===== config.mk =====
export PLATFORM = sky130hd
export DESIGN_NAME = modbus_ascii_read_reply_parser_top
export DESIGN_NICKNAME = d
export VERILOG_FILES = /design/src/hw/rtl/mbrp_pkg.sv /design/src/hw/rtl/mbrp_frame_check.sv /design/src/hw/rtl/modbus_ascii_read_reply_parser_top.sv
export SDC_FILE = /design/constraint.sdc
export NUM_CORES = 1
export LEC_CHECK = 0
export ABC_AREA = 0
export BUFFER_PORTS_ARGS = -buffer_cell sky130_fd_sc_hd__buf_4
export CORE_AREA = 2 2 145 147
export DETAILED_ROUTE_END_ITERATION = 12
export DIE_AREA = 0 0 147 149
export PLACE_DENSITY_LB_ADDON = 0.2
export SYNTH_ARGS = -nofsm -noshare
export SYNTH_HDL_FRONTEND = slang
export SYNTH_HIERARCHICAL = 1
export SYNTH_SLANG_ARGS = --single-unit

===== constraint.sdc =====
create_clock -name clock -period 16 [get_ports clock]
set_input_delay 3.2 -clock clock [delete_from_list [all_inputs] [get_ports clock]]
set_output_delay 3.2 -clock clock [all_outputs]
set_load 0.005 [all_outputs]

===== src/hw/rtl/mbrp_pkg.sv =====
// Shared constants, types and character helpers for the Modbus ASCII read-reply parser.
package mbrp_pkg;

   // Line store geometry.
   localparam int LINE_CAPACITY = 24;
   localparam int KEPT_CHARS    = 13;
   localparam int MIN_FRAME     = 13;

   // Protocol constants.
   localparam logic [7:0] FUNC_READ  = 8'h03;
   localparam logic [7:0] BYTE_COUNT = 8'h02;
   localparam logic [7:0] START_MARK = 8'h3A;
   localparam logic [7:0] LINE_FEED  = 8'h0A;

   // Request kinds carried on req_tuser.
   localparam logic [1:0] ACT_START = 2'd0;
   localparam logic [1:0] ACT_BYTE  = 2'd1;
   localparam logic [1:0] ACT_TICK  = 2'd2;

   // Result status codes carried on rsp_tuser.
   localparam logic [1:0] ST_OK      = 2'd0;
   localparam logic [1:0] ST_REJECT  = 2'd1;
   localparam logic [1:0] ST_TIMEOUT = 2'd2;

   // Configuration register indexes.
   localparam logic CSR_EXPECTED_SLAVE = 1'b0;
   localparam logic CSR_TIMEOUT_TICKS  = 1'b1;

   // Configuration register reset values.
   localparam logic [7:0]  EXPECTED_SLAVE_RESET = 8'd1;
   localparam logic [15:0] TIMEOUT_TICKS_RESET  = 16'd100;

   // Held characters of one line, character 0 in the lowest entry.
   typedef logic [KEPT_CHARS-1:0][7:0] line_type;

   // One result: status and register value.
   typedef struct packed {
      logic [1:0]  status;
      logic [15:0] reg_value;
   } result_type;

   // Hex digit decode: bit 4 flags a valid digit, bits 3:0 hold its value.
   function automatic logic [4:0] hex_digit(input logic [7:0] c);
      logic [4:0] d;
      d = 5'd0;
      if (c >= 8'h30 && c <= 8'h39) begin
         d = {1'b1, 4'(c - 8'h30)};
      end else if (c >= 8'h41 && c <= 8'h46) begin
         d = {1'b1, 4'(c - 8'h37)};
      end else if (c >= 8'h61 && c <= 8'h66) begin
         d = {1'b1, 4'(c - 8'h57)};
      end
      return d;
   endfunction

   // A hex pair read left to right; a non-hex character ends the pair.
   function automatic logic [7:0] pair_value(input logic [7:0] hi_c, input logic [7:0] lo_c);
      logic [4:0] hi;
      logic [4:0] lo;
      logic [7:0] v;
      hi = hex_digit(hi_c);
      lo = hex_digit(lo_c);
      if (!hi[4]) begin
         v = 8'd0;
      end else if (!lo[4]) begin
         v = {4'd0, hi[3:0]};
      end else begin
         v = {hi[3:0], lo[3:0]};
      end
      return v;
   endfunction

endpackage


===== src/hw/rtl/mbrp_frame_check.sv =====
// Frame check: decodes the six hex pairs of a finished line and judges the reply.
module mbrp_frame_check (
   input  mbrp_pkg::line_type   line,
   input  logic                 count_ok,
   input  logic [7:0]           expected_slave,
   output mbrp_pkg::result_type result
);

   logic [7:0] slave;
   logic [7:0] func;
   logic [7:0] count;
   logic [7:0] data_hi;
   logic [7:0] data_lo;
   logic [7:0] lrc;
   logic [7:0] sum;
   logic       header_ok;
   logic       fields_ok;
   logic       lrc_ok;

   // Decode the pairs at their fixed offsets after the colon.
   assign slave   = mbrp_pkg::pair_value(line[1],  line[2]);
   assign func    = mbrp_pkg::pair_value(line[3],  line[4]);
   assign count   = mbrp_pkg::pair_value(line[5],  line[6]);
   assign data_hi = mbrp_pkg::pair_value(line[7],  line[8]);
   assign data_lo = mbrp_pkg::pair_value(line[9],  line[10]);
   assign lrc     = mbrp_pkg::pair_value(line[11], line[12]);

   // The LRC is the two's complement of the byte sum of the other fields.
   assign sum    = slave + func + count + data_hi + data_lo;
   assign lrc_ok = (8'd0 - sum) == lrc;

   assign header_ok = count_ok && (line[0] == mbrp_pkg::START_MARK);
   assign fields_ok = (slave == expected_slave) && (func == mbrp_pkg::FUNC_READ)
                      && (count == mbrp_pkg::BYTE_COUNT);

   // Any failed check rejects the frame with a zero value.
   always_comb begin
      if (header_ok && fields_ok && lrc_ok) begin
         result.status    = mbrp_pkg::ST_OK;
         result.reg_value = {data_hi, data_lo};
      end else begin
         result.status    = mbrp_pkg::ST_REJECT;
         result.reg_value = 16'd0;
      end
   end

endmodule


===== src/hw/rtl/modbus_ascii_read_reply_parser_top.sv =====
// Top level of the Modbus ASCII read-reply parser: request, wait state and result registers.
// The parser takes one request per clock cycle while requests are not held back, and answers
// a line feed or the final timeout tick with one result: the request is captured in an input
// register when accepted, and the line check, the wait state update and the result are then
// settled into the result register, which drives the result port. Requests are held back only
// while a result sits in the result register and rsp_tready is low. Configuration writes are
// always ready and should be made only while no reply is being waited for.
module modbus_ascii_read_reply_parser_top #(
   parameter int LineCapacity = mbrp_pkg::LINE_CAPACITY
) (
   input  logic        clock,
   input  logic        reset,
   // Request channel.
   input  logic        req_tvalid,
   output logic        req_tready,
   input  logic [7:0]  req_tdata,   // [7:0] rx_byte
   input  logic [1:0]  req_tuser,   // [1:0] action
   // Result channel.
   output logic        rsp_tvalid,
   input  logic        rsp_tready,
   output logic [15:0] rsp_tdata,   // [15:0] reg_value
   output logic [1:0]  rsp_tuser,   // [1:0] status
   // Configuration write channel.
   input  logic        csr_valid,
   output logic        csr_ready,
   input  logic        csr_index,
   input  logic [15:0] csr_wdata
);

   localparam int CntW = $clog2(LineCapacity);

   // Configuration registers.
   logic [7:0]  expected_slave_ff;
   logic [15:0] timeout_ticks_ff;

   // Input register.
   logic        in_valid_ff;
   logic [1:0]  in_action_ff;
   logic [7:0]  in_byte_ff;

   // Wait state.
   logic            waiting_ff, waiting_in;
   logic [CntW-1:0] count_ff, count_in;
   logic [15:0]     ticks_ff, ticks_in;
   mbrp_pkg::line_type line_ff;
   mbrp_pkg::line_type line_view;
   logic [mbrp_pkg::KEPT_CHARS-1:0] line_we;

   // Result register.
   logic                 rsp_valid_ff, rsp_valid_in;
   mbrp_pkg::result_type rsp_data_ff, rsp_data_in;

   logic                 advance;
   logic                 work;
   logic                 byte_room;
   logic [CntW-1:0]      count_step;
   logic                 count_ok;
   mbrp_pkg::result_type frame_result;

   assign csr_ready = 1'b1;

   // Configuration writes.
   always_ff @(posedge clock) begin
      if (reset) begin
         expected_slave_ff <= mbrp_pkg::EXPECTED_SLAVE_RESET;
         timeout_ticks_ff  <= mbrp_pkg::TIMEOUT_TICKS_RESET;
      end else if (csr_valid) begin
         unique case (csr_index)
            mbrp_pkg::CSR_EXPECTED_SLAVE: expected_slave_ff <= csr_wdata[7:0];
            mbrp_pkg::CSR_TIMEOUT_TICKS:  timeout_ticks_ff  <= csr_wdata;
            default:                      expected_slave_ff <= expected_slave_ff;
         endcase
      end
   end

   // The pipeline moves whenever the result register is free or being emptied.
   assign advance    = !rsp_valid_ff || rsp_tready;
   assign req_tready = !in_valid_ff || advance;
   assign work       = in_valid_ff && advance;

   // Input register.
   always_ff @(posedge clock) begin
      if (reset) begin
         in_valid_ff <= 1'b0;
      end else if (req_tready) begin
         in_valid_ff <= req_tvalid;
      end
   end

   always_ff @(posedge clock) begin
      if (req_tready && req_tvalid) begin
         in_action_ff <= req_tuser;
         in_byte_ff   <= req_tdata;
      end
   end

   // The current character lands at the count while there is room; the check sees it too.
   assign byte_room = count_ff < CntW'(LineCapacity - 1);

   // Character count after the registered byte, with the line-full limit applied.
   assign count_step = byte_room ? count_ff + CntW'(1) : count_ff;
   assign count_ok   = count_step >= CntW'(mbrp_pkg::MIN_FRAME);

   always_comb begin
      for (int i = 0; i < mbrp_pkg::KEPT_CHARS; i++) begin
         line_we[i]   = waiting_ff && (in_action_ff == mbrp_pkg::ACT_BYTE) && byte_room
                        && (count_ff == CntW'(i));
         line_view[i] = line_we[i] ? in_byte_ff : line_ff[i];
      end
   end

   always_ff @(posedge clock) begin
      for (int i = 0; i < mbrp_pkg::KEPT_CHARS; i++) begin
         if (work && line_we[i]) begin
            line_ff[i] <= in_byte_ff;
         end
      end
   end

   mbrp_frame_check u_frame_check (
      .line           (line_view),
      .count_ok       (count_ok),
      .expected_slave (expected_slave_ff),
      .result         (frame_result)
   );

   // Wait state update and result selection for the registered request.
   always_comb begin
      waiting_in            = waiting_ff;
      count_in              = count_ff;
      ticks_in              = ticks_ff;
      rsp_valid_in          = 1'b0;
      rsp_data_in           = frame_result;
      unique case (in_action_ff)
         mbrp_pkg::ACT_START: begin
            waiting_in = 1'b1;
            count_in   = '0;
            ticks_in   = timeout_ticks_ff;
         end
         mbrp_pkg::ACT_BYTE: begin
            if (waiting_ff) begin
               count_in = count_step;
               if (in_byte_ff == mbrp_pkg::LINE_FEED) begin
                  waiting_in   = 1'b0;
                  rsp_valid_in = 1'b1;
               end
            end
         end
         mbrp_pkg::ACT_TICK: begin
            if (waiting_ff) begin
               if (ticks_ff <= 16'd1) begin
                  ticks_in              = 16'd0;
                  waiting_in            = 1'b0;
                  rsp_valid_in          = 1'b1;
                  rsp_data_in.status    = mbrp_pkg::ST_TIMEOUT;
                  rsp_data_in.reg_value = 16'd0;
               end else begin
                  ticks_in = ticks_ff - 16'd1;
               end
            end
         end
         default: begin
            waiting_in = waiting_ff;
         end
      endcase
   end

   // Wait state registers.
   always_ff @(posedge clock) begin
      if (reset) begin
         waiting_ff <= 1'b0;
         count_ff   <= '0;
         ticks_ff   <= 16'd0;
      end else if (work) begin
         waiting_ff <= waiting_in;
         count_ff   <= count_in;
         ticks_ff   <= ticks_in;
      end
   end

   // Result register.
   always_ff @(posedge clock) begin
      if (reset) begin
         rsp_valid_ff <= 1'b0;
      end else if (advance) begin
         rsp_valid_ff <= work && rsp_valid_in;
      end
   end

   always_ff @(posedge clock) begin
      if (work && rsp_valid_in) begin
         rsp_data_ff <= rsp_data_in;
      end
   end

   assign rsp_tvalid = rsp_valid_ff;
   assign rsp_tdata  = rsp_data_ff.reg_value;
   assign rsp_tuser  = rsp_data_ff.status;

endmodule


==> summary.md <==
| Metric | Value |
|---|---|
| IO Count | `53` |
| H-tree levels | `4` |
| DP HPWL | `20.3 mm` |
| Final Non-Filler Cells | `1499` |
| WP data required | `16200 ps` |
| Final ANT Viol Nets | `0` |
| Worst rel slew slack | `21.2%` |
| Synthesized area | `12100 sq um` |
| Clock skew | `14.0 ps` |
| CTS tree | `yes` |
| Tot GR Track Use | `26.4%` |
| Status | `finished, final reports clean` |
| Port buffer count | `51` |
| Maxcap violations | `0` |
| Actual slew at the worst max-slew pin | `1170 ps` |
| Library cells used by synthesis | `98` |
| Final hold violations | `0` |
| Initial antenna violation count | `0` |
| # placed instances | `1467` |
| Critical-path maximum fanout | `11` |
| Commonest non-fill, non-tap cell in the layout | `edfxtp_1` |
| Tightest Hold Check Type | `flop to flop` |
| Final GP Congestion | `0.950` |
| DIE HEIGHT | `149 um` |
| Clock Sinks | `180` |
| Top FF cell, synth | `edfxtp_1` |
| Fraction of layout cells with a size suffix above 1 | `21.3%` |
| Dpl ws | `7450 ps` |
| Syn-to-layout area delta | `10.3%` |
| Tcrit/Tclk final | `53.9%` |
| Post-CTS Setup Inserts | `0` |
| Hold Buf Count CTS | `0` |
| Post-synth EDFFs | `132` |
| Root Buffer | `clkbuf_16` |
| Syn avg cell area | `10.4 sq um` |
| Fin util | `64.9%` |
| Final WL | `28.4 mm` |
| Residual DRC | `0` |
| Final WS setup | `7380 ps` |
| Most frequent cells in the layout | `132 x edfxtp_1, 114 x nand2_1, 108 x mux2_2` |
| Initial Utilization | `58.8%` |
| Max-slew violation count | `0` |
| P_leak | `4.86 nW` |
| Clock latency on the worst-skew pair | `440 ps` |
| Vias | `9239` |
| Critical Path AT | `8820 ps` |
| Startpoint Class | `flop` |
| Setup TNS | `0 ps` |
| Chip width | `147 um` |
| Post-synthesis register bit count | `180` |
| Global-route wire length before repair | `45.8 mm` |
| Largest net degree at the start of global routing | `47` |
| RSZ-0062 raised after global routing | `false` |
| Clock-pin slew on the worst setup and hold paths | `80 ps` |
| Min cycle time layout | `8620 ps` |
| Final setup fails | `0` |
| 1st-iter DRT viols | `706` |
| Cts bufs inserted | `17` |
| Maximum vdd ir drop | `71.4 uV` |
| Overflow after GRT | `0` |
| Diodes inserted | `0` |
| Final net count | `1322` |
| Slowest stage delay, CP | `600 ps` |
| Vias in the first global route | `8802` |
| Pre-Repair DR Iteration Count | `7` |
| Synth async-reset ratio | `0%` |
| Die ar. | `21900 sq um` |
| Post_cts resized | `0` |
| Placed Area | `12700 sq um` |
| Cells after Synth | `1167` |
| FP Rows | `53` |
| PD cells | `75.3 nW/um^2` |
| Vias/cell | `6.16` |
| Ys Warns | `6` |
| Final Cell Area | `13300 sq um` |
| Max Clock Freq | `116 MHz` |
| Critical path's slowest cell | `fa_1` |
| R2R depth | `30` |
| Clk buf depth | `2` |
| WL/cell | `18.9 um` |
| Sequential fraction of the synthesis area | `40.7%` |
| Core region area | `20600 sq um` |
| Hold path cells | `2` |
| Crit path capture type | `flop` |
| Net Count, Synth | `1278` |
| Crit Path Category | `flop to flop` |
-- layout make-up --
cell class	instances	area, sq um
timing repair buffer	64	480
tap	275	344
clock inverter	13	129
clock buffer	19	475
fill	1685	7220
inverter	73	274
multi-input combinational	875	6710
sequential	180	4920
-- cell usage after synthesis (all sizes together), types with 7 or more instances --
cell type  instances  area, sq um
edfxtp           132         3960
nand2            115          434
mux2             108         1220
nor2              77          297
inv               72          270
a21oi             66          338
ha                59          738
o21ai             49          249
dfxtp             48          961
nor3              33          180
clkbuf            29          110
nand3             26          135
xnor2             26          235
and2              25          181
fa                20          400
o21bai            17          128
nand2b            14         87.6
nor4              14          150
a211oi            13          103
a21o              13         98.9
mux2i             11          110
buf               10         68.8
nand4bb           10          129
o211ai            10         75.1
nand3b             8         60.1
nand4              8         56.3
nor3b              8         60.1
o22ai              8         50.1
o31ai              8         60.1
a31oi              7         43.8
nor2b              7         43.8
nor4b              7         80.1
o221ai             7         61.3
or3                7         43.8
-- report_power, final --
part	switching, mW	leakage [nW]	internal (mW)
clock network	0.200	0.300	0.226
logic	0.0400	2.93	0.0210
registers	0.0102	1.62	0.508
total	0.250	4.86	0.754
-- kinds of logic after synthesis --
| logic type | share of synthesized area [%] |
|---|---|
| xor gates and xnor gates | 2.58 |
| AOI/OAI and AO/OA | 13.8 |
| DFF | 40.7 |
| and+or+nand+nor | 18.7 |
| adders and majority gates | 9.42 |
| muxes | 11.0 |
| other | 0.0621 |
| buffers and inverters | 3.75 |
-- layer usage --
layer,global-route usage (%),share of wire [%]
met4,6.44,1.4
met1,36.2,46
met3,3.76,5.3
met5,0,0
met2,44.8,48
-- worst max-delay path: cells and delay by family (launching register included) --
| kind | cells | cell delay (ps) |
|---|---|---|
| AO/OA/AOI/OAI | 8 | 1740 |
| XOR/XNOR | 3 | 550 |
| adder cells (fa/ha/maj) | 6 | 2240 |
| buffers and inverters | 3 | 270 |
| flip-flops | 1 | 410 |
| multiplexers | 1 | 460 |
| AND/OR/NAND/NOR | 9 | 2690 |
-- state kept, by name, summed over array words and instances (netlist names) --
signal and cells:
line_ff 104, rsp_tdata 16, ticks_ff 16, timeout_ticks_ff 16
expected_slave_ff 8, in_byte_ff 8, count_ff 5, in_action_ff 2
rsp_tuser 2, in_valid_ff 1, rsp_tvalid 1, waiting_ff 1
-- worst paths after layout --
path	slack (ps)	from	end
setup reg to reg	7380	in_action_ff[1]$_DFFE_PP_	rsp_tuser[0]$_DFFE_PP_
hold / removal	450	timeout_ticks_ff[15]$_SDFFE_PP0P_	timeout_ticks_ff[15]$_SDFFE_PP0P_
setup / recovery	7380	in_action_ff[1]$_DFFE_PP_	rsp_tuser[0]$_DFFE_PP_
hold reg to reg	450	timeout_ticks_ff[15]$_SDFFE_PP0P_	timeout_ticks_ff[15]$_SDFFE_PP0P_
-- stage by stage --
stage,hold slack [ps],power [mW]
after floorplan,432,0.561
after global placement,443,0.587
after detailed placement,446,0.588
after CTS,458,1.01
after global routing,482,1.03
final,454,1.00
No activity file was read; power rests on OpenSTA's default activity.
